<file path="src/rtl/rtds_pkg.sv">
// Package for the task ready/delay scheduler: types, opcodes, status codes.
// Used by every module of the block; no dependencies.
package rtds_pkg;

    localparam int NUM_TASKS_DEF = 16;
    localparam int MAX_TASKS     = 64;

    localparam logic [1:0] OP_CREATE = 2'd0;
    localparam logic [1:0] OP_DELETE = 2'd1;
    localparam logic [1:0] OP_DELAY  = 2'd2;
    localparam logic [1:0] OP_TICK   = 2'd3;

    localparam logic [1:0] ST_OK       = 2'd0;
    localparam logic [1:0] ST_NO_SLOT  = 2'd1;
    localparam logic [1:0] ST_BAD_ID   = 2'd2;

    localparam logic [1:0] TS_DORMANT = 2'd0;
    localparam logic [1:0] TS_READY   = 2'd1;
    localparam logic [1:0] TS_DELAYED = 2'd2;

    typedef struct packed {
        logic [1:0]  opcode;
        logic [5:0]  task_id;
        logic [7:0]  task_prio;
        logic [31:0] delay_ticks;
    } t_req;

    typedef struct packed {
        logic [1:0] status;
        logic [5:0] created_id;
        logic       ready_valid;
        logic [5:0] ready_head;
        logic [6:0] woken_count;
    } t_rsp;

    // controller -> datapath commands
    typedef struct packed {
        logic load;      // latch request, clear working status
        logic scan_start;// restart slot scan
        logic scan_step; // evaluate one slot
        logic apply_cmd; // apply create/delete/delay
        logic tick_inc;  // advance tick counter
        logic wake_best; // move best due task to ready
        logic out_load;  // capture result
    } t_cmd;

    // datapath -> controller status
    typedef struct packed {
        logic [1:0] opcode;
        logic       scan_last;
        logic       found;
    } t_sts;

endpackage

</file>
<file path="src/rtl/rtos_task_ready_delay_scheduler_unit.sv">
// Top level of the task ready/delay scheduler.
// Depends on rtds_pkg, rtds_ctrl and rtds_datapath.
//
// One request is a command: create, delete, delay or tick. Each gives one
// result carrying the status and the ready queue head. The table is scanned
// one slot per cycle. Delete and delay apply the command and then scan for
// the ready queue head; create first scans for the lowest free slot; a tick
// advances the tick counter, then runs a full scan for the earliest due task
// for each task it wakes and one more that finds none, then the head scan.
// A new request is taken once the previous one is finished; the result waits
// in the output register and a stalled result holds the next one back.
module rtos_task_ready_delay_scheduler_unit #(
    parameter int NUM_TASKS = rtds_pkg::NUM_TASKS_DEF
) (
    input  logic           i_clk,
    input  logic           i_rst_n,
    input  logic           i_valid,
    output logic           o_stall,
    input  rtds_pkg::t_req i_req,
    output logic           o_valid,
    input  logic           i_stall,
    output rtds_pkg::t_rsp o_rsp
);
    import rtds_pkg::*;

    t_cmd s_cmd;
    t_sts s_sts;

    rtds_ctrl u_ctrl (
        .i_clk   (i_clk),
        .i_rst_n (i_rst_n),
        .i_valid (i_valid),
        .o_stall (o_stall),
        .o_valid (o_valid),
        .i_stall (i_stall),
        .i_sts   (s_sts),
        .o_cmd   (s_cmd)
    );

    rtds_datapath #(.NUM_TASKS(NUM_TASKS)) u_dp (
        .i_clk   (i_clk),
        .i_rst_n (i_rst_n),
        .i_req   (i_req),
        .i_cmd   (s_cmd),
        .o_sts   (s_sts),
        .o_rsp   (o_rsp)
    );

endmodule

</file>
<file path="src/rtl/rtds_datapath.sv">
// Datapath of the task scheduler: task table, age matrices, tick counter,
// one-slot-per-cycle scan unit. Depends on rtds_pkg.
module rtds_datapath #(
    parameter int NUM_TASKS = rtds_pkg::NUM_TASKS_DEF
) (
    input  logic           i_clk,
    input  logic           i_rst_n,
    input  rtds_pkg::t_req i_req,
    input  rtds_pkg::t_cmd i_cmd,
    output rtds_pkg::t_sts o_sts,
    output rtds_pkg::t_rsp o_rsp
);
    import rtds_pkg::*;

    localparam int IW = (NUM_TASKS > 1) ? $clog2(NUM_TASKS) : 1;

    logic [1:0]           r_state [NUM_TASKS];
    logic [7:0]           r_prio  [NUM_TASKS];
    logic [31:0]          r_wake  [NUM_TASKS];
    logic [NUM_TASKS-1:0] r_rage  [NUM_TASKS];
    logic [NUM_TASKS-1:0] r_dage  [NUM_TASKS];
    logic [31:0]          r_tick;
    t_req                 r_req;
    t_rsp                 r_rsp;
    logic [IW-1:0]        r_idx;
    logic                 r_found;
    logic [IW-1:0]        r_best;
    logic [6:0]           r_woken;
    // wake scans run while r_wmode is set; a wake step that finds no due task clears it
    logic                 r_wmode;
    // free slot search of a create runs while r_cmode is set
    logic                 r_cmode;
    // working status, copied to the result register at out_load
    logic [1:0]           r_status;
    logic [5:0]           r_created;

    logic [IW-1:0] s_idx_id;
    logic          s_id_ok;
    logic          s_cand;
    logic          s_better;
    logic [31:0]   s_cur_wake;
    logic [31:0]   s_best_wake;

    assign s_id_ok  = ({2'b00, r_req.task_id} < 8'(NUM_TASKS));
    assign s_idx_id = r_req.task_id[IW-1:0];
    assign s_cur_wake  = r_wake[r_idx];
    assign s_best_wake = r_wake[r_best];

    // candidate test for the current slot depends on the scan purpose
    always_comb begin
        s_cand   = 1'b0;
        s_better = 1'b0;
        if (r_cmode) begin
            s_cand   = (r_state[r_idx] == TS_DORMANT);
            s_better = !r_found;
        end else if (r_wmode) begin
            s_cand   = (r_state[r_idx] == TS_DELAYED) && (s_cur_wake <= r_tick);
            s_better = !r_found || (s_cur_wake < s_best_wake)
                       || (s_cur_wake == s_best_wake && r_dage[r_idx][r_best]);
        end else begin
            s_cand   = (r_state[r_idx] == TS_READY);
            s_better = !r_found || (r_prio[r_idx] < r_prio[r_best])
                       || (r_prio[r_idx] == r_prio[r_best] && r_rage[r_idx][r_best]);
        end
    end

    assign o_sts.opcode    = r_req.opcode;
    assign o_sts.scan_last = (r_idx == IW'(NUM_TASKS - 1));
    assign o_sts.found     = r_found;
    assign o_rsp           = r_rsp;

    always_ff @(posedge i_clk) begin
        if (!i_rst_n) begin
            for (int i = 0; i < NUM_TASKS; i++) begin
                r_state[i] <= TS_DORMANT;
                r_prio[i]  <= 8'hFF;
                r_rage[i]  <= '0;
                r_dage[i]  <= '0;
            end
            r_tick    <= '0;
            r_idx     <= '0;
            r_found   <= 1'b0;
            r_best    <= '0;
            r_woken   <= '0;
            r_wmode   <= 1'b0;
            r_cmode   <= 1'b0;
            r_status  <= ST_OK;
            r_created <= '0;
            r_rsp     <= '0;
        end else begin
            if (i_cmd.load) begin
                r_req     <= i_req;
                r_woken   <= '0;
                r_status  <= ST_OK;
                r_created <= '0;
                r_wmode   <= (i_req.opcode == OP_TICK);
                r_cmode   <= (i_req.opcode == OP_CREATE);
            end
            if (i_cmd.scan_start) begin
                r_idx   <= '0;
                r_found <= 1'b0;
            end
            if (i_cmd.scan_step) begin
                if (s_cand && s_better) begin
                    r_found <= 1'b1;
                    r_best  <= r_idx;
                end
                if (r_idx != IW'(NUM_TASKS - 1)) r_idx <= r_idx + IW'(1);
            end
            if (i_cmd.tick_inc) r_tick <= r_tick + 32'd1;
            if (i_cmd.wake_best) begin
                if (r_found) begin
                    r_state[r_best] <= TS_READY;
                    r_rage[r_best]  <= '0;
                    for (int j = 0; j < NUM_TASKS; j++)
                        if (j != int'(r_best)) r_rage[j][r_best] <= 1'b1;
                    r_woken <= r_woken + 7'd1;
                end else begin
                    r_wmode <= 1'b0;
                end
            end
            if (i_cmd.apply_cmd) begin
                r_cmode <= 1'b0;
                case (r_req.opcode)
                    OP_CREATE: begin
                        if (r_found) begin
                            r_state[r_best] <= TS_READY;
                            r_prio[r_best]  <= r_req.task_prio;
                            r_rage[r_best]  <= '0;
                            for (int j = 0; j < NUM_TASKS; j++)
                                if (j != int'(r_best)) r_rage[j][r_best] <= 1'b1;
                            r_created <= 6'(r_best);
                        end else begin
                            r_status <= ST_NO_SLOT;
                        end
                    end
                    OP_DELETE: begin
                        if (!s_id_ok) r_status <= ST_BAD_ID;
                        else begin
                            r_state[s_idx_id] <= TS_DORMANT;
                            r_prio[s_idx_id]  <= 8'hFF;
                        end
                    end
                    OP_DELAY: begin
                        if (!s_id_ok) r_status <= ST_BAD_ID;
                        else if (r_req.delay_ticks != 32'd0) begin
                            if (r_state[s_idx_id] != TS_READY) r_status <= ST_BAD_ID;
                            else begin
                                r_state[s_idx_id] <= TS_DELAYED;
                                r_wake[s_idx_id]  <= r_tick + r_req.delay_ticks;
                                r_dage[s_idx_id]  <= '0;
                                for (int j = 0; j < NUM_TASKS; j++)
                                    if (j != int'(s_idx_id)) r_dage[j][s_idx_id] <= 1'b1;
                            end
                        end
                    end
                    default: ;
                endcase
            end
            if (i_cmd.out_load) begin
                r_rsp.status      <= r_status;
                r_rsp.created_id  <= r_created;
                r_rsp.ready_valid <= r_found;
                r_rsp.ready_head  <= r_found ? 6'(r_best) : 6'd0;
                r_rsp.woken_count <= r_woken;
            end
        end
    end

endmodule

</file>
<file path="src/rtl/rtds_ctrl.sv">
// Controller of the task scheduler: sequences scans, updates and the
// request/result handshake. Depends on rtds_pkg.
module rtds_ctrl (
    input  logic           i_clk,
    input  logic           i_rst_n,
    input  logic           i_valid,
    output logic           o_stall,
    output logic           o_valid,
    input  logic           i_stall,
    input  rtds_pkg::t_sts i_sts,
    output rtds_pkg::t_cmd o_cmd
);
    import rtds_pkg::*;

    typedef enum logic [6:0] {
        S_IDLE  = 7'b0000001,
        S_PRE   = 7'b0000010,  // create slot search / tick increment; delete and delay go on to S_APPLY
        S_APPLY = 7'b0000100,
        S_WSCAN = 7'b0001000,  // find earliest due delayed task
        S_WAKE  = 7'b0010000,
        S_HSCAN = 7'b0100000,  // find ready queue head
        S_OUT   = 7'b1000000
    } t_state;

    t_state r_st, n_st;
    logic   r_ovalid, n_ovalid;

    assign o_valid = r_ovalid;
    assign o_stall = (r_st != S_IDLE);

    always_comb begin
        n_st     = r_st;
        n_ovalid = r_ovalid;
        o_cmd    = '0;
        if (r_ovalid && !i_stall) n_ovalid = 1'b0;
        case (r_st)
            S_IDLE: if (i_valid) begin
                o_cmd.load       = 1'b1;
                o_cmd.scan_start = 1'b1;
                n_st = S_PRE;
            end
            S_PRE: begin
                case (i_sts.opcode)
                    OP_CREATE: begin
                        o_cmd.scan_step = 1'b1;
                        if (i_sts.scan_last) n_st = S_APPLY;
                    end
                    OP_TICK: begin
                        o_cmd.tick_inc   = 1'b1;
                        o_cmd.scan_start = 1'b1;
                        n_st = S_WSCAN;
                    end
                    default: n_st = S_APPLY;
                endcase
            end
            S_APPLY: begin
                o_cmd.apply_cmd  = 1'b1;
                o_cmd.scan_start = 1'b1;
                n_st = S_HSCAN;
            end
            S_WSCAN: begin
                o_cmd.scan_step = 1'b1;
                if (i_sts.scan_last) n_st = S_WAKE;
            end
            S_WAKE: begin
                o_cmd.wake_best  = 1'b1;
                o_cmd.scan_start = 1'b1;
                n_st = i_sts.found ? S_WSCAN : S_HSCAN;
            end
            S_HSCAN: begin
                o_cmd.scan_step = 1'b1;
                if (i_sts.scan_last) n_st = S_OUT;
            end
            S_OUT: if (!r_ovalid) begin
                o_cmd.out_load = 1'b1;
                n_ovalid = 1'b1;
                n_st = S_IDLE;
            end
            default: n_st = S_IDLE;
        endcase
    end

    always_ff @(posedge i_clk) begin
        if (!i_rst_n) begin
            r_st     <= S_IDLE;
            r_ovalid <= 1'b0;
        end else begin
            r_st     <= n_st;
            r_ovalid <= n_ovalid;
        end
    end

endmodule

</file>
<file path="config.mk">
export PLATFORM = sky130hd
export DESIGN_NAME = rtos_task_ready_delay_scheduler_unit
export DESIGN_NICKNAME = d
export VERILOG_FILES = /design/src/rtl/rtds_pkg.sv /design/src/rtl/rtos_task_ready_delay_scheduler_unit.sv /design/src/rtl/rtds_datapath.sv /design/src/rtl/rtds_ctrl.sv
export SDC_FILE = /design/constraint.sdc
export NUM_CORES = 2
export LEC_CHECK = 0
export BUFFER_PORTS_ARGS = -buffer_cell sky130_fd_sc_hd__buf_2
export CAP_MARGIN = 20
export CELL_PAD_IN_SITES_DETAIL_PLACEMENT = 1
export CELL_PAD_IN_SITES_GLOBAL_PLACEMENT = 2
export CORE_MARGIN = 8
export CORE_UTILIZATION = 24
export CTS_BUF_LIST = sky130_fd_sc_hd__clkbuf_16
export DETAILED_ROUTE_END_ITERATION = 8
export GPL_TIMING_DRIVEN = 1
export PLACE_DENSITY = 0.44
export SYNTH_ARGS = -nofsm -noshare
export SYNTH_HDL_FRONTEND = slang
export SYNTH_SLANG_ARGS = --single-unit
</file>
<file path="constraint.sdc">
create_clock -name i_clk -period 11 [get_ports i_clk]
set_input_delay 1.1 -clock i_clk [delete_from_list [all_inputs] [get_ports i_clk]]
set_output_delay 1.1 -clock i_clk [all_outputs]
set_load 0.02 [all_outputs]
</file>
; After elaboration in Yosys (flattened, before gate mapping)
; Memory sizes are Yosys's and may differ from the RTL's. A register that Yosys moved wholly into a read port is not among the register bits.
; Index checks and enable logic that the tools add are counted.
[totals]
n_memories = 5
mem_bits_rw = 1184
reg_bits = 136
in_bits = 52
[classes]
reduce_logical = 29
add_sub_neg = 4
order_cmp = 8
n_mux = 1145
bitwise_logic = 772
n_eq_ne = 54
[memory_table]
columns = memory, depth, width, read_ports, rd_ports_with_merged_regs, wr, line
row1 = u_dp.r_wake, 16, 32, 2, 2, 1, rtds_datapath.sv:19  ; logic [31:0] r_wake [NUM_TASKS];
row2 = u_dp.r_dage, 16, 16, 1, 1, 17, rtds_datapath.sv:21  ; logic [NUM_TASKS-1:0] r_dage [NUM_TASKS];
row3 = u_dp.r_rage, 16, 16, 1, 1, 17, rtds_datapath.sv:20  ; logic [NUM_TASKS-1:0] r_rage [NUM_TASKS];
row4 = u_dp.r_prio, 16, 8, 2, 2, 16, rtds_datapath.sv:18  ; logic [7:0] r_prio [NUM_TASKS];
row5 = u_dp.r_state, 16, 2, 2, 2, 16, rtds_datapath.sv:17  ; logic [1:0] r_state [NUM_TASKS];
[op_table]
columns = op, count
row1 = two-way mux 1 bit, 1042
row2 = two-way mux 16 bit, 49
row3 = bitwise OR 1 bit, 771
row4 = two-way mux 4 bit, 18
row5 = != test 4 bit (first input constant), 16
row6 = two-way mux 7 bit, 8
row7 = one-hot mux 7 bit (7 select lines), 1
row8 = adder 32 x 1 -> 32 bit (second input constant), 1
row9 = adder 32 bit, 1
row10 = equality test 32 bit, 1
row11 = <= comparator 32 bit, 1
row12 = < comparator 32 bit, 1
row13 = != test 3 x 4 -> 1 bit (first input constant), 8
row14 = nonzero test 32 bit, 1
row15 = two-way mux 6 bit, 5
row16 = two-way mux 2 bit, 12
row17 = two-way mux 8 bit, 2
row18 = != test 2 x 4 -> 1 bit (first input constant), 4
row19 = OR reduction 8 bit, 2
row20 = one-hot mux 7 bit (2 select lines), 1
row21 = < comparator 4 x 5 -> 1 bit (second input constant), 2
row22 = OR reduction 2 bit, 5
row23 = binary-select mux 1 bit (select 4 bit), 2
row24 = demux 1 bit (select 4 bit), 2
row25 = other kinds (33), 56

; Longest topological paths before layout
[depth]
depth_word = 11
depth_mapped = 21

; Modules after synthesis
; Synthesis repeated with hierarchy kept, for this count alone.
[hier_totals]
hier_cells = 4133
area_unflattened_um2 = 59603.4
[by_module_without_submodules]
columns = mod, seq_area_each_um2, area_each_um2, cells_per_inst, n_inst
row1 = rtds_datapath, 33432.1, 58992.8, 4054, 1
row2 = rtds_ctrl, 160.2, 610.6, 79, 1

; Least setup slack after synthesis
; Ideal clock, no wire load.
[synth_timing]
path_type = register to register
startpoint = register u_dp.r_idx[0]
endpoint = register (tool-made name)
synth_period_minus_slack_ps = 5840
path_buffers = 8
required_time_ps = 10920
slack_ps = 5160
t_arrival_ps = 5760
path_stages_with_launch = 21
path_cell_list = dfxtp_1 -> buf_2 -> buf_4 -> buf_2 -> buf_2 -> buf_4 -> buf_2 -> buf_2 -> buf_2 -> mux4_2 -> mux4_2 -> ha_1 -> nand4_1 -> nor3_1 -> nand4_1 -> or4_1 -> or3_1 -> nor4_1 -> a211oi_1 -> nor4_4 -> mux2i_1
[synth_lines]
columns = item, line
row1 = "start, declared", rtds_datapath.sv:25  ; logic [IW-1:0] r_idx;
row2 = "start signal, assigned", rtds_datapath.sv:108  ; if (r_idx != IW'(NUM_TASKS - 1)) r_idx <= r_idx + IW'(1);

==> key figures <==
Layout
  – Share of cells above drive strength 1: 0.245
  – Core Util, Final: 0.282
  – # nets final: 4526
  – Multi-input logic area: 0.0246 mm^2
  – Fill cells: 26300
  – Layout area overhead: 17.3%
  – Sequential cell area: 0.0338 mm^2

Power and ir drop
  – Sw power: 2.51 mW
  – PwrDens: 156 mW/mm^2
  – Reg power frac: 0.481
  – Int Pwr: 8.43 mW
  – Sw Ratio: 0.229
  – Peak supply drop: 0.000169 V
  – Clock power share: 0.495
  – Leakage: 24.8 nW
  – Combinational group share of total power: 0.025

Timing
  – Slew Viols, Final: 0
  – Min Hold Slack: 0.445 ns
  – Max transition margin: 0.237
  – Fin worst setup slack: 4.07 ns
  – Final Critical Period: 6.93 ns
  – RSZ-0062 raised after global routing: false
  – Setup TNS: 0 ns
  – Worst Max-Slew Pin Slew: 1.14 ns
  – Final worst-path cycle share: 0.630
  – Clock skew: 0.0400 ns
  – Fin. Hold Viols: 0
  – Final Setup Violations: 0
  – F_max: 0.144 GHz

Logic synthesis
  – Number of enable flip-flop cells after synthesis: 720
  – Most common cell in the netlist: edfxtp_1
  – FF+latch count, synth: 1326
  – Synth area leaders: edfxtp_1, dfxtp_1, mux4_2, a21o_1, ha_1
  – Cell area after synthesis: 0.0597 mm^2
  – Asr flop ratio synth: 0
  – Share of the synthesized area in the top cell type: 0.362
  – Synth area leader: edfxtp_1
  – Post-synthesis cell type count: 75
  – Post-synth top flop: edfxtp_1
  – Commonest cells post-synth: edfxtp_1, dfxtp_1, mux4_2, nor2_1, a21o_1
  – Synth warnings: 0
  – Sequential share of the synthesized area: 0.565
  – Syn Inst Count: 4243
  – Avg Inst Size Synth: 14.1 um^2

CTS
  – CTS tree: done
  – CTS Buffer Depth: 3
  – TritonCTS buffer count: 168
  – Skew-Pair Late Insertion Delay: 0.81 ns
  – Post-CTS Resized: 0
  – H-tree Lvls: 4
  – Clock sinks: 1326
  – CTS clk-pin slew, worst paths: 0.06 ns
  – Post-CTS setup buffer count: 0
  – CTS root buffer: clkbuf_16
  – # hold bufs at CTS: 0

Critical path
  – Critical path class: register to register
  – Reg2reg setup slack: 4.07 ns
  – Critical path required time: 11.70 ns
  – Crit path max fanout: 46
  – Slowest-stage cell, CP: buf_4
  – R2r endpoint: u_dp.r_best[1]$_SDFFE_PN0P_
  – FF-to-FF path depth: 14
  – CP endpoint kind: register
  – Critical Path Source Type: register
  – CP max stage delay: 0.86 ns
  – Crit-path cells: buf_4 > buf_4 > mux4_2 > mux4_2 > ha_1 > nand2_1 > nor3_1 > nand4_1 > or4_1 > or3_1 > nor4_1 > a211oi_1 > nor4_4 > mux2i_1
  – Critical Path AT: 7.63 ns
  – RR Startpoint: u_dp.r_idx[0]$_SDFF_PN0_

Placed design
  – Worst slack, placed: 3.86 ns
  – Post-DP HPWL: 141000 um
  – Port bufs: 73
  – Routability congestion estimate: 0.742

GRT
  – Total track usage: 0.164
  – Largest net degree at the start of global routing: 127
  – GRT overflow: 0
  – First-pass GRT wire length: 315000 um
  – Number of global-route vias before repair: 40300
  – Initial antenna violation count: 9

Min path
  – Hold path endpoint: u_dp.r_dage[15][15]$_SDFFE_PP0P_
  – Worst min-delay path class: register to register
  – Hold Crit Start: u_dp.r_dage[15][15]$_SDFFE_PP0P_
  – Min-Delay Path Depth: 2

Detailed routing
  – Met2 WL post-DR: 105000 um
  – M1 WL: 104000 um
  – Uppermost layer routed: met5
  – Final ANT Viol Nets: 0
  – DR iter-0 viols: 2303
  – # DRC: 0
  – Final WL: 220000 um
  – DR WL/cell: 28.1 um
  – Vias per cell: 4.83
  – DRT Pass-1 Iters: 5
  – Routed wl met3: 7300 um
  – Vias post-DR: 37800

Die
  – I/O pins: 76
  – Core Footprint: 0.248 mm^2
  – Die Y-Extent: 515 um
  – Die X: 515 um
  – Die area: 0.265 mm^2
  – Initial Utilization: 0.241
  – Placement row count: 183

Run
  – MaxCap Viol Count: 0

Status
  – Run status: complete, no violations
-- layer usage --
layer  vias up  global-route usage
li1      16600                   -
met1     20300               0.228
met2       635               0.269
met3       259              0.0236
met4         4              0.0370
met5         -                   0
-- power groups by stage --
stage | clock network, mW | logic [mW] | registers, mW
after floorplan | 0 | 0.146 | 5.35
after global placement | 0 | 0.275 | 5.36
after detailed placement | 0 | 0.279 | 5.36
after CTS | 5.60 | 0.279 | 5.25
after global routing | 5.78 | 0.296 | 5.25
final | 5.41 | 0.271 | 5.25
-- final cells by class --
type,count,area share
multi-input combinational,2526,0.351
clock inverter,138,0.0151
tap,3330,0.0595
clock buffer,172,0.0615
antenna,2,0.0000715
sequential,1326,0.482
timing repair buffer,238,0.0250
inverter,107,0.00573
-- cells in the final DEF, fill, tap and decap left out, drive strengths merged, types with 39 or more instances in the layout --
master  instances
dfxtp         606
edfxtp        720
mux2i          45
clkbuf        172
mux4          534
buf           238
nand2         272
a21o          297
o21ai          81
clkinv         69
a21oi         207
inv           162
nor2b          52
nor2          346
nor3           49
xnor2          47
and2           59
nand3          39
ha            106
o21a           58
-- worst max-delay path by stage --
stage,start,to,slack [ns],cells after the start
after floorplan,u_dp.r_idx[0]$_SDFF_PN0_,register,5.16,20
after global placement,u_dp.r_idx[0]$_SDFF_PN0_,register,3.62,14
after detailed placement,u_dp.r_idx[0]$_SDFF_PN0_,register,3.86,14
after CTS,u_dp.r_idx[0]$_SDFF_PN0_,u_dp.r_best[1]$_SDFFE_PN0P_,3.82,14
after global routing,u_dp.r_idx[0]$_SDFF_PN0_,register,3.45,14
final,u_dp.r_idx[0]$_SDFF_PN0_,u_dp.r_best[1]$_SDFFE_PN0P_,4.07,14
-- worst max-delay path, delay by kind of cell, from the launching register on --
kind	cells	cell delay, ns
and+or+nand+nor	7	2.32
buffers and inverters	2	1.67
muxes	3	1.37
DFF	1	0.71
adders and majority gates	1	0.32
AOI/OAI and AO/OA	1	0.23
-- registers in the layout, summed over array words and instances (netlist names), 2 cells and up, named ones only --
register / cells
u_dp.r_rage: 256
u_dp.r_tick: 32
u_dp.r_prio: 128
u_ctrl.r_st: 7
u_dp.r_created: 6
u_dp.o_rsp: 20
u_dp.r_idx: 4
u_dp.r_woken: 7
u_dp.o_sts: 2
u_dp.r_req: 46
u_dp.r_status: 2
u_dp.r_wake: 512
u_dp.r_best: 4
u_dp.r_state: 32
u_dp.r_dage: 256
-- through the flow --
stage | std cells | instance area, um^2 | power, mW
3_5_place_dp | 7518 | 64600 | 5.64
5_1_grt | 7838 | 70000 | 11.3
3_3_place_gp | 7508 | 64400 | 5.63
4_1_cts | 7828 | 69900 | 11.1
2_1_floorplan | 4244 | 59700 | 5.49
6_report | 7839 | 70000 | 10.9
-- kinds of logic after synthesis --
| logic type | after synthesis | share of synthesized area |
|---|---|---|
| AOI/OAI and AO/OA | 792 | 0.0881 |
| xor gates and xnor gates | 53 | 0.00777 |
| adders and majority gates | 107 | 0.0225 |
| buffers and inverters | 392 | 0.0269 |
| DFF | 1326 | 0.565 |
| muxes | 593 | 0.212 |
| other | 1 | 0.0000628 |
| and+or+nand+nor | 979 | 0.0777 |
Power figures use the tool's default switching activity.
